## config.mk

```make
export PLATFORM = sky130hd
export DESIGN_NAME = perspective_gradient_line_stepper_flat
export DESIGN_NICKNAME = d
export VERILOG_FILES = /design/src/rtl/pgls_pkg.sv /design/src/rtl/pgls_if.sv /design/src/rtl/perspective_gradient_line_stepper.sv /design/src/rtl/pgls_div.sv /design/src/rtl/pgls_mul.sv /design/src/flat_wrapper.sv
export SDC_FILE = /design/constraint.sdc
export NUM_CORES = 2
export LEC_CHECK = 0
export ABC_CLOCK_PERIOD_IN_PS = 8200
export BUFFER_PORTS_ARGS = -buffer_cell sky130_fd_sc_hd__buf_2
export CORE_UTILIZATION = 45
export DETAILED_ROUTE_END_ITERATION = 6
export PLACE_DENSITY_LB_ADDON = 0.25
export SYNTH_ARGS = -nofsm -noshare
export SYNTH_HDL_FRONTEND = slang
export SYNTH_HIERARCHICAL = 1
export SYNTH_SLANG_ARGS = --single-unit
```

## constraint.sdc

```tcl
create_clock -name clk -period 8.2 [get_ports clk]
set_input_delay 0.41 -clock clk [delete_from_list [all_inputs] [get_ports clk]]
set_output_delay 0.41 -clock clk [all_outputs]
set_load 0.01 [all_outputs]
```

## src/rtl/pgls_pkg.sv

```systemverilog
// Shared types, constants and saturation helpers for the perspective line stepper.
// No dependencies; compiled first.
package pgls_pkg;

  localparam int FRAC_BITS = 16;
  localparam int COORD_W   = 32;
  localparam int DVD_W     = 49;
  localparam int DSR_W     = 33;
  localparam int MA_W      = 34;
  localparam int MB_W      = 17;
  localparam int MP_W      = 51;

  localparam logic [2:0] REG_CAMERA_X    = 3'd0;
  localparam logic [2:0] REG_CAMERA_Y    = 3'd1;
  localparam logic [2:0] REG_CAMERA_Z    = 3'd2;
  localparam logic [2:0] REG_CENTER_X    = 3'd3;
  localparam logic [2:0] REG_CENTER_Y    = 3'd4;
  localparam logic [2:0] REG_FOCAL_SCALE = 3'd5;

  localparam logic [5:0] PROJ_DIV_ITERS = 6'd49;
  localparam logic [5:0] STEP_DIV_ITERS = 6'd16;
  localparam logic [4:0] MUL_ITERS      = 5'd17;

  typedef struct packed {
    logic             start;
    logic [DSR_W-1:0] rem_init;
    logic [DVD_W-1:0] dividend;
    logic [DSR_W-1:0] divisor;
    logic [5:0]       iters;
  } div_req_t;

  typedef struct packed {
    logic                   start;
    logic signed [MA_W-1:0] a;
    logic [MB_W-1:0]        b;
  } mul_req_t;

  function automatic logic [31:0] sat32(input logic signed [51:0] v);
    logic [31:0] res;
    if (v > 52'sd2147483647) res = 32'h7FFF_FFFF;
    else if (v < -52'sd2147483648) res = 32'h8000_0000;
    else res = v[31:0];
    return res;
  endfunction

  function automatic logic [15:0] sat16(input logic signed [35:0] v);
    logic [15:0] res;
    if (v > 36'sd32767) res = 16'h7FFF;
    else if (v < -36'sd32768) res = 16'h8000;
    else res = v[15:0];
    return res;
  endfunction

  function automatic logic [7:0] sat_u8(input logic signed [35:0] v);
    logic [7:0] res;
    if (v < 36'sd0) res = 8'd0;
    else if (v > 36'sd255) res = 8'd255;
    else res = v[7:0];
    return res;
  endfunction

endpackage

```

## src/rtl/pgls_if.sv

```systemverilog
// Valid/ready channel interfaces for line items and pixel results.
// No dependencies.
interface pgls_in_if;
  logic               valid;
  logic               ready;
  logic               mode;
  logic signed [31:0] start_x;
  logic signed [31:0] start_y;
  logic signed [31:0] start_z;
  logic signed [31:0] end_x;
  logic signed [31:0] end_y;
  logic signed [31:0] end_z;
  logic [23:0]        start_rgb;
  logic [23:0]        end_rgb;
  modport source (output valid, mode, start_x, start_y, start_z, end_x, end_y, end_z,
                  start_rgb, end_rgb, input ready);
  modport sink   (input valid, mode, start_x, start_y, start_z, end_x, end_y, end_z,
                  start_rgb, end_rgb, output ready);
endinterface

interface pgls_out_if;
  logic               valid;
  logic               ready;
  logic signed [15:0] pixel_x;
  logic signed [15:0] pixel_y;
  logic [7:0]         red;
  logic [7:0]         green;
  logic [7:0]         blue;
  logic               visible;
  logic               last;
  modport source (output valid, pixel_x, pixel_y, red, green, blue, visible, last,
                  input ready);
  modport sink   (input valid, pixel_x, pixel_y, red, green, blue, visible, last,
                  output ready);
endinterface

```

## src/rtl/perspective_gradient_line_stepper.sv

```systemverilog
// Start item: both end points are projected through the serial divider and multiplier; a
// zero depth difference skips that divide.
// Step item: completion divide unless the span is zero or reached, then interpolation multiply,
// then the result register; one item at a time, the result register frees the input side.
// Reset (rst_n, synchronous): line disarmed, result channel empty, registers to defaults.
// Depends on pgls_pkg, pgls_if, pgls_div, pgls_mul.
module perspective_gradient_line_stepper import pgls_pkg::*; (
  input  logic        clk,
  input  logic        rst_n,
  pgls_in_if.sink     in_ch,
  pgls_out_if.source  out_ch,
  input  logic        psel,
  input  logic        penable,
  input  logic        pwrite,
  input  logic [4:0]  paddr,
  input  logic [31:0] pwdata,
  output logic [31:0] prdata,
  output logic        pready
);

  localparam logic [3:0] ST_IDLE   = 4'd0;
  localparam logic [3:0] ST_PDIV   = 4'd1;
  localparam logic [3:0] ST_PDWAIT = 4'd2;
  localparam logic [3:0] ST_PMUL   = 4'd3;
  localparam logic [3:0] ST_PMWAIT = 4'd4;
  localparam logic [3:0] ST_PSTORE = 4'd5;
  localparam logic [3:0] ST_SCHK   = 4'd6;
  localparam logic [3:0] ST_SDWAIT = 4'd7;
  localparam logic [3:0] ST_SMUL   = 4'd8;
  localparam logic [3:0] ST_SMWAIT = 4'd9;
  localparam logic [3:0] ST_OUT    = 4'd10;

  // configuration
  logic [31:0] cam_x_r, cam_y_r, cam_z_r;
  logic [11:0] ctr_x_r, ctr_y_r;
  logic [15:0] focal_r;
  logic [2:0]  reg_idx;
  logic        cfg_wr;

  assign pready  = 1'b1;
  assign reg_idx = paddr[4:2];
  assign cfg_wr  = psel && penable && pwrite;

  always_ff @(posedge clk) begin
    if (!rst_n) begin
      cam_x_r <= '0;
      cam_y_r <= '0;
      cam_z_r <= '0;
      ctr_x_r <= 12'd320;
      ctr_y_r <= 12'd240;
      focal_r <= 16'd560;
    end else if (cfg_wr) begin
      case (reg_idx)
        REG_CAMERA_X:    cam_x_r <= pwdata;
        REG_CAMERA_Y:    cam_y_r <= pwdata;
        REG_CAMERA_Z:    cam_z_r <= pwdata;
        REG_CENTER_X:    ctr_x_r <= pwdata[11:0];
        REG_CENTER_Y:    ctr_y_r <= pwdata[11:0];
        REG_FOCAL_SCALE: focal_r <= pwdata[15:0];
        default: ;
      endcase
    end
  end

  always_comb begin
    case (reg_idx)
      REG_CAMERA_X:    prdata = cam_x_r;
      REG_CAMERA_Y:    prdata = cam_y_r;
      REG_CAMERA_Z:    prdata = cam_z_r;
      REG_CENTER_X:    prdata = {20'd0, ctr_x_r};
      REG_CENTER_Y:    prdata = {20'd0, ctr_y_r};
      REG_FOCAL_SCALE: prdata = {16'd0, focal_r};
      default:         prdata = '0;
    endcase
  end

  // control and line state
  logic [3:0]  state_r;
  logic [1:0]  k_r;
  logic        line_active_r;
  logic [15:0] step_r;
  logic [31:0] psx_r, psy_r, pey_r;
  logic [32:0] span_r;
  logic [16:0] t_r;
  logic [31:0] sx_r, sy_r, sz_r, ex_r, ey_r, ez_r;
  logic [23:0] crgb_s_r, crgb_e_r;
  logic        out_valid_r;
  logic [15:0] out_px_r, out_py_r;
  logic [7:0]  out_r_r, out_g_r, out_b_r;
  logic        out_vis_r, out_last_r;

  div_req_t        div_req;
  logic            div_busy;
  logic [DVD_W-1:0] div_quot;
  mul_req_t        mul_req [5];
  logic [4:0]      mul_busy;
  logic signed [MP_W-1:0] mul_prod [5];

  pgls_div u_div (
    .clk(clk), .rst_n(rst_n), .req(div_req), .busy(div_busy), .quot(div_quot)
  );

  for (genvar g = 0; g < 5; g++) begin : g_lane
    pgls_mul u_mul (
      .clk(clk), .rst_n(rst_n), .req(mul_req[g]), .busy(mul_busy[g]), .prod(mul_prod[g])
    );
  end

  // projection operands
  logic [31:0]        op_cam, op_p, op_pz;
  logic [11:0]        op_ctr;
  logic signed [32:0] num, dz;
  logic [32:0]        num_abs, dz_abs;
  logic               dz_zero, q_neg;
  logic [31:0]        ratio;
  logic signed [51:0] base, off, proj_sum;
  logic [31:0]        proj_sat;
  logic signed [32:0] span_new;

  always_comb begin
    op_cam   = k_r[0] ? cam_y_r : cam_x_r;
    op_p     = k_r[0] ? (k_r[1] ? ey_r : sy_r) : (k_r[1] ? ex_r : sx_r);
    op_pz    = k_r[1] ? ez_r : sz_r;
    op_ctr   = k_r[0] ? ctr_y_r : ctr_x_r;
    num      = $signed({op_cam[31], op_cam}) - $signed({op_p[31], op_p});
    dz       = $signed({cam_z_r[31], cam_z_r}) - $signed({op_pz[31], op_pz});
    num_abs  = num[32] ? 33'(-num) : num;
    dz_abs   = dz[32] ? 33'(-dz) : dz;
    dz_zero  = (dz == 33'sd0);
    q_neg    = num[32] ^ dz[32];
    if (dz_zero) begin
      if (num > 33'sd0) ratio = 32'h7FFF_FFFF;
      else if (num < 33'sd0) ratio = 32'h8000_0000;
      else ratio = 32'd0;
    end else if (q_neg) begin
      ratio = (div_quot > 49'd2147483648) ? 32'h8000_0000 : 32'(-div_quot);
    end else begin
      ratio = (div_quot > 49'd2147483647) ? 32'h7FFF_FFFF : div_quot[31:0];
    end
    base     = $signed({24'd0, op_ctr, 16'd0});
    off      = {mul_prod[0][MP_W-1], mul_prod[0]};
    proj_sum = k_r[0] ? base - off : base + off;
    proj_sat = sat32(proj_sum);
    span_new = $signed({proj_sat[31], proj_sat}) - $signed({psx_r[31], psx_r});
  end

  // step operands
  logic [32:0]        iiq;
  logic [16:0]        step_p1;
  logic               last_px;
  logic signed [32:0] dy, dzz;
  logic signed [8:0]  dc [3];
  logic signed [35:0] yq, zq, cv [3];
  logic signed [17:0] px_sum;

  always_comb begin
    iiq     = {1'b0, step_r, 16'd0};
    step_p1 = {1'b0, step_r} + 17'd1;
    last_px = ({step_p1, 16'd0} > span_r) || (step_r == 16'hFFFF);
    dy      = $signed({pey_r[31], pey_r}) - $signed({psy_r[31], psy_r});
    dzz     = $signed({ez_r[31], ez_r}) - $signed({sz_r[31], sz_r});
    for (int c = 0; c < 3; c++) begin
      dc[c] = $signed({1'b0, crgb_e_r[16-8*c +: 8]}) - $signed({1'b0, crgb_s_r[16-8*c +: 8]});
      cv[c] = $signed({28'd0, crgb_s_r[16-8*c +: 8]}) +
              36'($signed(mul_prod[2+c][MP_W-1:16]));
    end
    yq      = $signed({{4{psy_r[31]}}, psy_r}) + 36'($signed(mul_prod[0][MP_W-1:16]));
    zq      = $signed({{4{sz_r[31]}}, sz_r}) + 36'($signed(mul_prod[1][MP_W-1:16]));
    px_sum  = $signed({{2{psx_r[31]}}, psx_r[31:16]}) + $signed({2'b00, step_r});
  end

  always_comb begin
    div_req = '0;
    for (int l = 0; l < 5; l++) mul_req[l] = '0;
    case (state_r)
      ST_PDIV: begin
        div_req.start    = !dz_zero;
        div_req.dividend = {num_abs, 16'd0};
        div_req.divisor  = dz_abs;
        div_req.iters    = PROJ_DIV_ITERS;
      end
      ST_SCHK: begin
        div_req.start    = (span_r != 33'd0) && (iiq < span_r);
        div_req.rem_init = iiq;
        div_req.divisor  = span_r;
        div_req.iters    = STEP_DIV_ITERS;
      end
      ST_PMUL: begin
        mul_req[0].start = 1'b1;
        mul_req[0].a     = MA_W'($signed(ratio));
        mul_req[0].b     = {1'b0, focal_r};
      end
      ST_SMUL: begin
        for (int l = 0; l < 5; l++) begin
          mul_req[l].start = 1'b1;
          mul_req[l].b     = t_r;
        end
        mul_req[0].a = MA_W'(dy);
        mul_req[1].a = MA_W'(dzz);
        for (int c = 0; c < 3; c++) mul_req[2+c].a = MA_W'(dc[c]);
      end
      default: ;
    endcase
  end

  logic in_fire, out_free;
  assign in_fire  = in_ch.valid && in_ch.ready;
  assign out_free = !out_valid_r || out_ch.ready;
  assign in_ch.ready = (state_r == ST_IDLE);

  always_ff @(posedge clk) begin
    if (!rst_n) begin
      state_r       <= ST_IDLE;
      k_r           <= '0;
      line_active_r <= 1'b0;
      step_r        <= '0;
      span_r        <= '0;
      t_r           <= '0;
      out_valid_r   <= 1'b0;
    end else begin
      if (out_valid_r && out_ch.ready && state_r != ST_OUT) out_valid_r <= 1'b0;
      case (state_r)
        ST_IDLE: begin
          if (in_fire) begin
            if (!in_ch.mode) begin
              line_active_r <= 1'b0;
              k_r           <= 2'd0;
              state_r       <= ST_PDIV;
            end else if (line_active_r) begin
              state_r <= ST_SCHK;
            end
          end
        end
        ST_PDIV:   state_r <= dz_zero ? ST_PMUL : ST_PDWAIT;
        ST_PDWAIT: if (!div_busy) state_r <= ST_PMUL;
        ST_PMUL:   state_r <= ST_PMWAIT;
        ST_PMWAIT: if (!mul_busy[0]) state_r <= ST_PSTORE;
        ST_PSTORE: begin
          k_r <= k_r + 2'd1;
          if (k_r == 2'd2) span_r <= span_new;
          if (k_r == 2'd3) begin
            line_active_r <= !span_r[32];
            step_r        <= '0;
            state_r       <= ST_IDLE;
          end else begin
            state_r <= ST_PDIV;
          end
        end
        ST_SCHK: begin
          if (span_r == 33'd0) begin
            t_r     <= '0;
            state_r <= ST_SMUL;
          end else if (iiq >= span_r) begin
            t_r     <= 17'h10000;
            state_r <= ST_SMUL;
          end else begin
            state_r <= ST_SDWAIT;
          end
        end
        ST_SDWAIT: begin
          if (!div_busy) begin
            t_r     <= {1'b0, div_quot[15:0]};
            state_r <= ST_SMUL;
          end
        end
        ST_SMUL:   state_r <= ST_SMWAIT;
        ST_SMWAIT: if (!mul_busy[0]) state_r <= ST_OUT;
        ST_OUT: begin
          if (out_free) begin
            out_valid_r <= 1'b1;
            if (last_px) line_active_r <= 1'b0;
            else step_r <= step_r + 16'd1;
            state_r <= ST_IDLE;
          end
        end
        default: state_r <= ST_IDLE;
      endcase
    end
  end

  always_ff @(posedge clk) begin
    if (state_r == ST_IDLE && in_fire && !in_ch.mode) begin
      sx_r     <= in_ch.start_x;
      sy_r     <= in_ch.start_y;
      sz_r     <= in_ch.start_z;
      ex_r     <= in_ch.end_x;
      ey_r     <= in_ch.end_y;
      ez_r     <= in_ch.end_z;
      crgb_s_r <= in_ch.start_rgb;
      crgb_e_r <= in_ch.end_rgb;
    end
    if (state_r == ST_PSTORE) begin
      if (k_r == 2'd0) psx_r <= proj_sat;
      if (k_r == 2'd1) psy_r <= proj_sat;
      if (k_r == 2'd3) pey_r <= proj_sat;
    end
    if (state_r == ST_OUT && out_free) begin
      out_px_r   <= sat16(36'(px_sum));
      out_py_r   <= sat16(36'($signed(yq[35:16])));
      out_r_r    <= sat_u8(cv[0]);
      out_g_r    <= sat_u8(cv[1]);
      out_b_r    <= sat_u8(cv[2]);
      out_vis_r  <= $signed({{4{cam_z_r[31]}}, cam_z_r}) < zq;
      out_last_r <= last_px;
    end
  end

  assign out_ch.valid   = out_valid_r;
  assign out_ch.pixel_x = out_px_r;
  assign out_ch.pixel_y = out_py_r;
  assign out_ch.red     = out_r_r;
  assign out_ch.green   = out_g_r;
  assign out_ch.blue    = out_b_r;
  assign out_ch.visible = out_vis_r;
  assign out_ch.last    = out_last_r;

`ifndef SYNTHESIS
  a_units_exclusive: assert property (@(posedge clk) disable iff (!rst_n)
    !(div_busy && mul_busy[0])) else $error("divider and multiplier overlap");
  a_out_needs_line: assert property (@(posedge clk) disable iff (!rst_n)
    (state_r == ST_OUT) |-> line_active_r) else $error("pixel without active line");
  a_t_range: assert property (@(posedge clk) disable iff (!rst_n)
    t_r[16] |-> (t_r[15:0] == 16'd0)) else $error("completion above one");
  a_span_sign: assert property (@(posedge clk) disable iff (!rst_n)
    (state_r == ST_SCHK) |-> !span_r[32]) else $error("stepping a reversed line");
  a_start_silent: assert property (@(posedge clk) disable iff (!rst_n)
    (in_fire && !in_ch.mode) |=> (!out_valid_r || $past(out_valid_r)))
    else $error("start transfer produced a result");
`endif

endmodule

```

## src/rtl/pgls_div.sv

```systemverilog
// Bit-serial restoring divider, one quotient bit per cycle.
// Depends on pgls_pkg.
module pgls_div import pgls_pkg::*; (
  input  logic             clk,
  input  logic             rst_n,
  input  div_req_t         req,
  output logic             busy,
  output logic [DVD_W-1:0] quot
);

  logic             busy_r;
  logic [5:0]       cnt_r;
  logic [DSR_W-1:0] rem_r;
  logic [DVD_W-1:0] dvd_r;
  logic [DSR_W-1:0] dsr_r;
  logic [DVD_W-1:0] quot_r;
  logic [DSR_W:0]   rem2;
  logic [DSR_W:0]   rem_sub;
  logic             ge;
  logic [DSR_W-1:0] rem_nxt;

  always_comb begin
    rem2    = {rem_r, dvd_r[DVD_W-1]};
    ge      = rem2 >= {1'b0, dsr_r};
    rem_sub = rem2 - {1'b0, dsr_r};
    rem_nxt = ge ? rem_sub[DSR_W-1:0] : rem2[DSR_W-1:0];
  end

  always_ff @(posedge clk) begin
    if (!rst_n) begin
      busy_r <= 1'b0;
      cnt_r  <= '0;
    end else if (req.start) begin
      busy_r <= 1'b1;
      cnt_r  <= req.iters;
    end else if (busy_r) begin
      cnt_r <= cnt_r - 6'd1;
      if (cnt_r == 6'd1) busy_r <= 1'b0;
    end
  end

  always_ff @(posedge clk) begin
    if (req.start) begin
      rem_r  <= req.rem_init;
      dvd_r  <= req.dividend;
      dsr_r  <= req.divisor;
      quot_r <= '0;
    end else if (busy_r) begin
      rem_r  <= rem_nxt;
      dvd_r  <= {dvd_r[DVD_W-2:0], 1'b0};
      quot_r <= {quot_r[DVD_W-2:0], ge};
    end
  end

  assign busy = busy_r;
  assign quot = quot_r;

endmodule

```

## src/rtl/pgls_mul.sv

```systemverilog
// Serial shift-add multiplier, signed multiplicand by unsigned multiplier, one bit per cycle.
// Depends on pgls_pkg.
module pgls_mul import pgls_pkg::*; (
  input  logic                   clk,
  input  logic                   rst_n,
  input  mul_req_t               req,
  output logic                   busy,
  output logic signed [MP_W-1:0] prod
);

  logic            busy_r;
  logic [4:0]      cnt_r;
  logic [MP_W-1:0] a_r;
  logic [MB_W-1:0] b_r;
  logic [MP_W-1:0] acc_r;
  logic [MP_W-1:0] acc_nxt;

  assign acc_nxt = acc_r + (b_r[0] ? a_r : '0);

  always_ff @(posedge clk) begin
    if (!rst_n) begin
      busy_r <= 1'b0;
      cnt_r  <= '0;
    end else if (req.start) begin
      busy_r <= 1'b1;
      cnt_r  <= MUL_ITERS;
    end else if (busy_r) begin
      cnt_r <= cnt_r - 5'd1;
      if (cnt_r == 5'd1) busy_r <= 1'b0;
    end
  end

  always_ff @(posedge clk) begin
    if (req.start) begin
      a_r   <= {{(MP_W-MA_W){req.a[MA_W-1]}}, req.a};
      b_r   <= req.b;
      acc_r <= '0;
    end else if (busy_r) begin
      acc_r <= acc_nxt;
      a_r   <= {a_r[MP_W-2:0], 1'b0};
      b_r   <= {1'b0, b_r[MB_W-1:1]};
    end
  end

  assign busy = busy_r;
  assign prod = $signed(acc_r);

endmodule

```

## src/flat_wrapper.sv

```systemverilog
// flat-port wrapper written by rule: the top's interface ports become plain ports
module perspective_gradient_line_stepper_flat import pgls_pkg::*;
  (clk, rst_n, psel, penable, pwrite, paddr, pwdata, prdata, pready, in_ch_valid, in_ch_mode, in_ch_start_x, in_ch_start_y, in_ch_start_z, in_ch_end_x, in_ch_end_y, in_ch_end_z, in_ch_start_rgb, in_ch_end_rgb, in_ch_ready, out_ch_valid, out_ch_pixel_x, out_ch_pixel_y, out_ch_red, out_ch_green, out_ch_blue, out_ch_visible, out_ch_last, out_ch_ready);
  pgls_in_if in_ch_i ();
  pgls_out_if out_ch_i ();
  input  logic clk;
  input  logic rst_n;
  input  logic psel;
  input  logic penable;
  input  logic pwrite;
  input  logic [4:0] paddr;
  input  logic [31:0] pwdata;
  output logic [31:0] prdata;
  output logic pready;
  input wire logic [$bits(in_ch_i.valid)-1:0] in_ch_valid;
  input wire logic [$bits(in_ch_i.mode)-1:0] in_ch_mode;
  input wire logic [$bits(in_ch_i.start_x)-1:0] in_ch_start_x;
  input wire logic [$bits(in_ch_i.start_y)-1:0] in_ch_start_y;
  input wire logic [$bits(in_ch_i.start_z)-1:0] in_ch_start_z;
  input wire logic [$bits(in_ch_i.end_x)-1:0] in_ch_end_x;
  input wire logic [$bits(in_ch_i.end_y)-1:0] in_ch_end_y;
  input wire logic [$bits(in_ch_i.end_z)-1:0] in_ch_end_z;
  input wire logic [$bits(in_ch_i.start_rgb)-1:0] in_ch_start_rgb;
  input wire logic [$bits(in_ch_i.end_rgb)-1:0] in_ch_end_rgb;
  output wire logic [$bits(in_ch_i.ready)-1:0] in_ch_ready;
  output wire logic [$bits(out_ch_i.valid)-1:0] out_ch_valid;
  output wire logic [$bits(out_ch_i.pixel_x)-1:0] out_ch_pixel_x;
  output wire logic [$bits(out_ch_i.pixel_y)-1:0] out_ch_pixel_y;
  output wire logic [$bits(out_ch_i.red)-1:0] out_ch_red;
  output wire logic [$bits(out_ch_i.green)-1:0] out_ch_green;
  output wire logic [$bits(out_ch_i.blue)-1:0] out_ch_blue;
  output wire logic [$bits(out_ch_i.visible)-1:0] out_ch_visible;
  output wire logic [$bits(out_ch_i.last)-1:0] out_ch_last;
  input wire logic [$bits(out_ch_i.ready)-1:0] out_ch_ready;
  assign in_ch_i.valid = in_ch_valid;
  assign in_ch_i.mode = in_ch_mode;
  assign in_ch_i.start_x = in_ch_start_x;
  assign in_ch_i.start_y = in_ch_start_y;
  assign in_ch_i.start_z = in_ch_start_z;
  assign in_ch_i.end_x = in_ch_end_x;
  assign in_ch_i.end_y = in_ch_end_y;
  assign in_ch_i.end_z = in_ch_end_z;
  assign in_ch_i.start_rgb = in_ch_start_rgb;
  assign in_ch_i.end_rgb = in_ch_end_rgb;
  assign in_ch_ready = in_ch_i.ready;
  assign out_ch_valid = out_ch_i.valid;
  assign out_ch_pixel_x = out_ch_i.pixel_x;
  assign out_ch_pixel_y = out_ch_i.pixel_y;
  assign out_ch_red = out_ch_i.red;
  assign out_ch_green = out_ch_i.green;
  assign out_ch_blue = out_ch_i.blue;
  assign out_ch_visible = out_ch_i.visible;
  assign out_ch_last = out_ch_i.last;
  assign out_ch_i.ready = out_ch_ready;
  perspective_gradient_line_stepper u_core (.clk(clk), .rst_n(rst_n), .in_ch(in_ch_i), .out_ch(out_ch_i), .psel(psel), .penable(penable), .pwrite(pwrite), .paddr(paddr), .pwdata(pwdata), .prdata(prdata), .pready(pready));
endmodule
```

==> metrics.yaml <==
status: "finished, violations left"
final.setup_skew_ns: 0.0425
timing_worst_setup_path_type: "reg -> reg"
finalCritPeriodShare_pct: 94.3
wirelength_um: 292000
antenna_found_initial: 17
tritoncts: "built"
max_freq_ghz: 0.129
drc_errors: 33
drt_pre_antenna_iters: 7
critPathMaxStageDelay_ns: 0.51
synth.top_cells.by_area: "sky130_fd_sc_hd__edfxtp_1 (26%), sky130_fd_sc_hd__dfxtp_1 (11%), sky130_fd_sc_hd__ha_1 (9.0%), sky130_fd_sc_hd__a21oi_1 (4.6%), sky130_fd_sc_hd__mux2_2 (4.0%)"
htree_levels: 4
avgSynthCellArea_um2: 9.28
layout_min_cycle_time_ns: 7.74
finalCoreUtilization_pct: 51.3
synthMostInstantiatedCell: "sky130_fd_sc_hd__a21oi_1"
cp_data_required_time_ns: 8.92
ys_async_sr_fraction_pct: 0
syn_inst: 10400
ys_seq_elements: 1400
post_synth_most_frequent_cells: "sky130_fd_sc_hd__a21oi_1 (885), sky130_fd_sc_hd__nand2_1 (879), sky130_fd_sc_hd__edfxtp_1 (849)"
critPathLaunchType: "register"
dp.final_hpwl_um: 216000
clk_pin_slew_ns: 0.06
track_usage_pct: 26.2
first_global_vias: 77300
post_synthesis_instance_area_um2: 96300
chipHeight_um: 465
seq_area_frac_synth_pct: 37.9
static_leak_nw: 44.0
post_placement_setup_slack_ns: 0.378
grt_max_degree: 134
starting_density_of_the_core_pct: 45.3
die_area_um2: 216000
setup-violations-final: 0
total_power_mw: 31.6
core_region_um2: 213000
routabilityCongestion: 0.954
die_x_um: 465
worst_hold_slack_ns: 0.0832
power.density_nw_per_um2: 290
number_of_nets_in_the_final_layout: 11900
count_of_final_max_slew_check_failures: 0
finalHoldViolCount: 0
io_buffers: 374
drive_above_1_share_pct: 12.0
yosys_warnings: 6
clock_buffer_count_from_cts: 166
drv.max_cap_violation_count: 0
grt-ovfl-total: 0
crit_path_setup_slack_layout_ns: 0.465
insertion_delay_ns: 0.83
setup_total_negative_slack_ns: 0
root_driver: "sky130_fd_sc_hd__clkbuf_16"
synth_enable_flop_cells: 849
worstPathArrival_ns: 8.46
post_cts_buffers: 0
yosysUniqueCellTypes: 134
netlist.area_leader.share_pct: 26.5
antenna_violating_nets_post_route: 0
worstHoldPathType: "in -> reg"
peakVddDrop_mv: 0.226
grt_first_pass_wirelength_um: 450000
num_io_pins: 378
fillers: 19500
num_rows: 169
clock_path_buffers: 3
layout_area_overhead_pct: 13.2
avgRoutedWirePerCell_um: 21.1
synth_ff_type: "sky130_fd_sc_hd__edfxtp_1"
failed_checks: "DRC"
yosys.area.top_type: "sky130_fd_sc_hd__edfxtp_1"
timing.slew.headroom_pct: 23.9
cp-end-kind: "register"
rsz0062_at_grt: "false"
num_vias: 81100
via_per_inst: 5.86
initialDrtViolationCount: 7424
max_slew.worst_pin.slew_ns: 1.14
critical_path.max_fanout: 31
cts_sinks: 1400
crit_path_top_delay_cell: "sky130_fd_sc_hd__a211oi_1"
flip-flops by register name (all words and copies together), names as in the netlist, 24 cells and up:
signal,flops
u_core/g_lane.u_mul/b_r,85
u_core/ez_r,32
u_core/sx_r,32
u_core/sz_r,32
u_core/u_div/quot,49
u_core/pey_r,32
u_core/u_div/rem_r,33
u_core/ey_r,32
u_core/psx_r,32
u_core/crgb_s_r,24
u_core/g_lane.u_mul/a_r,255
u_core/u_div/dvd_r,49
u_core/cam_y_r,32
u_core/cam_z_r,32
u_core/crgb_e_r,24
u_core/psy_r,32
u_core/cam_x_r,32
u_core/span_r,33
u_core/u_div/dsr_r,33
u_core/ex_r,32
u_core/g_lane.u_mul/cnt_r,25
u_core/g_lane.u_mul/prod,255
u_core/sy_r,32
where the power goes:
| group | switching [mW] | internal (mW) | leakage [nW] | total [mW] |
|---|---|---|---|---|
| Combinational | 8.20 | 5.50 | 29.1 | 13.7 |
| Sequential | 1.17 | 9.25 | 12.2 | 10.4 |
| Clock | 3.24 | 4.23 | 2.69 | 7.48 |
| Total | 12.6 | 19.0 | 44.0 | 31.6 |
layer usage:
| metal | routed length (um) | GRT usage, % |
|---|---|---|
| met1 | 131000 | 35.6 |
| met2 | 131000 | 41.8 |
| met3 | 18200 | 3.82 |
| met4 | 11800 | 10.1 |
| met5 | 283 | 0 |
kinds of logic after synthesis:
group | share of synthesized area [%]
AOI/OAI and AO/OA | 19.4
xor gates and xnor gates | 5.52
adders and majority gates | 9.43
buffers and inverters | 4.32
DFF | 37.9
muxes | 7.70
other | 0.00780
and+or+nand+nor | 15.7
critical path, delay by kind of cell (launching register included):
family | cells | cell delay, ns
simple gates | 6 | 1.23
flops | 1 | 0.36
fa+ha+maj | 3 | 1.03
mux | 1 | 0.43
compound gates | 15 | 4.08
xor+xnor | 1 | 0.17
buf+inv | 2 | 0.29
through the flow:
step / instance area [um^2] / std cells
finish: 109000 / 13800
detailed placement: 101000 / 13200
global route: 109000 / 13800
floorplan: 96500 / 10400
CTS: 109000 / 13800
global placement: 101000 / 13200
cell type report:
cell class / instances / area, um^2 / area share [%]
clock inverter: 104 / 1060 / 0.969
timing repair buffer: 754 / 5460 / 5.01
clock buffer: 206 / 4420 / 4.05
sequential: 1400 / 36500 / 33.5
tap: 2821 / 3530 / 3.24
antenna: 8 / 20.0 / 0.0184
multi-input combinational: 7971 / 55900 / 51.2
inverter: 567 / 2150 / 1.97
placed cells by master, fill, tap and decap left out, drive strengths merged, types with 206 or more instances in the layout:
cell type and instances:
ha 693, nand2 879, a21o 339, a21oi 899
o21ai 614, and2 333, mux2 350, dfxtp 551
buf 481, mux2i 273, xor2 249, inv 577
nand3 217, dlygate4sd3 273, nor2 775, edfxtp 849
xnor2 358, clkbuf 206
path summary, 6_finish.rpt:
kind         slack (ns)                      startpoint  cells after the start                              end
max                0.46      u_core/k_r[0]$_SDFFE_PN0P_                     28   u_core/span_r[30]$_SDFFE_PN0P_
min                0.08                         penable                      5  u_core/cam_x_r[30]$_SDFFE_PN0P_
max reg2reg        0.46      u_core/k_r[0]$_SDFFE_PN0P_                     28   u_core/span_r[30]$_SDFFE_PN0P_
min reg2reg        0.46  u_core/span_r[20]$_SDFFE_PN0P_                      2   u_core/span_r[20]$_SDFFE_PN0P_
repair_timing:
action | CTS | global route
hold buffers | 273 | 0
hold endpoints to repair | 377 | 0
resized for setup | 0 | 5
endpoints found under the setup margin | 0 | 8
No activity file was read; power rests on OpenSTA's default activity.
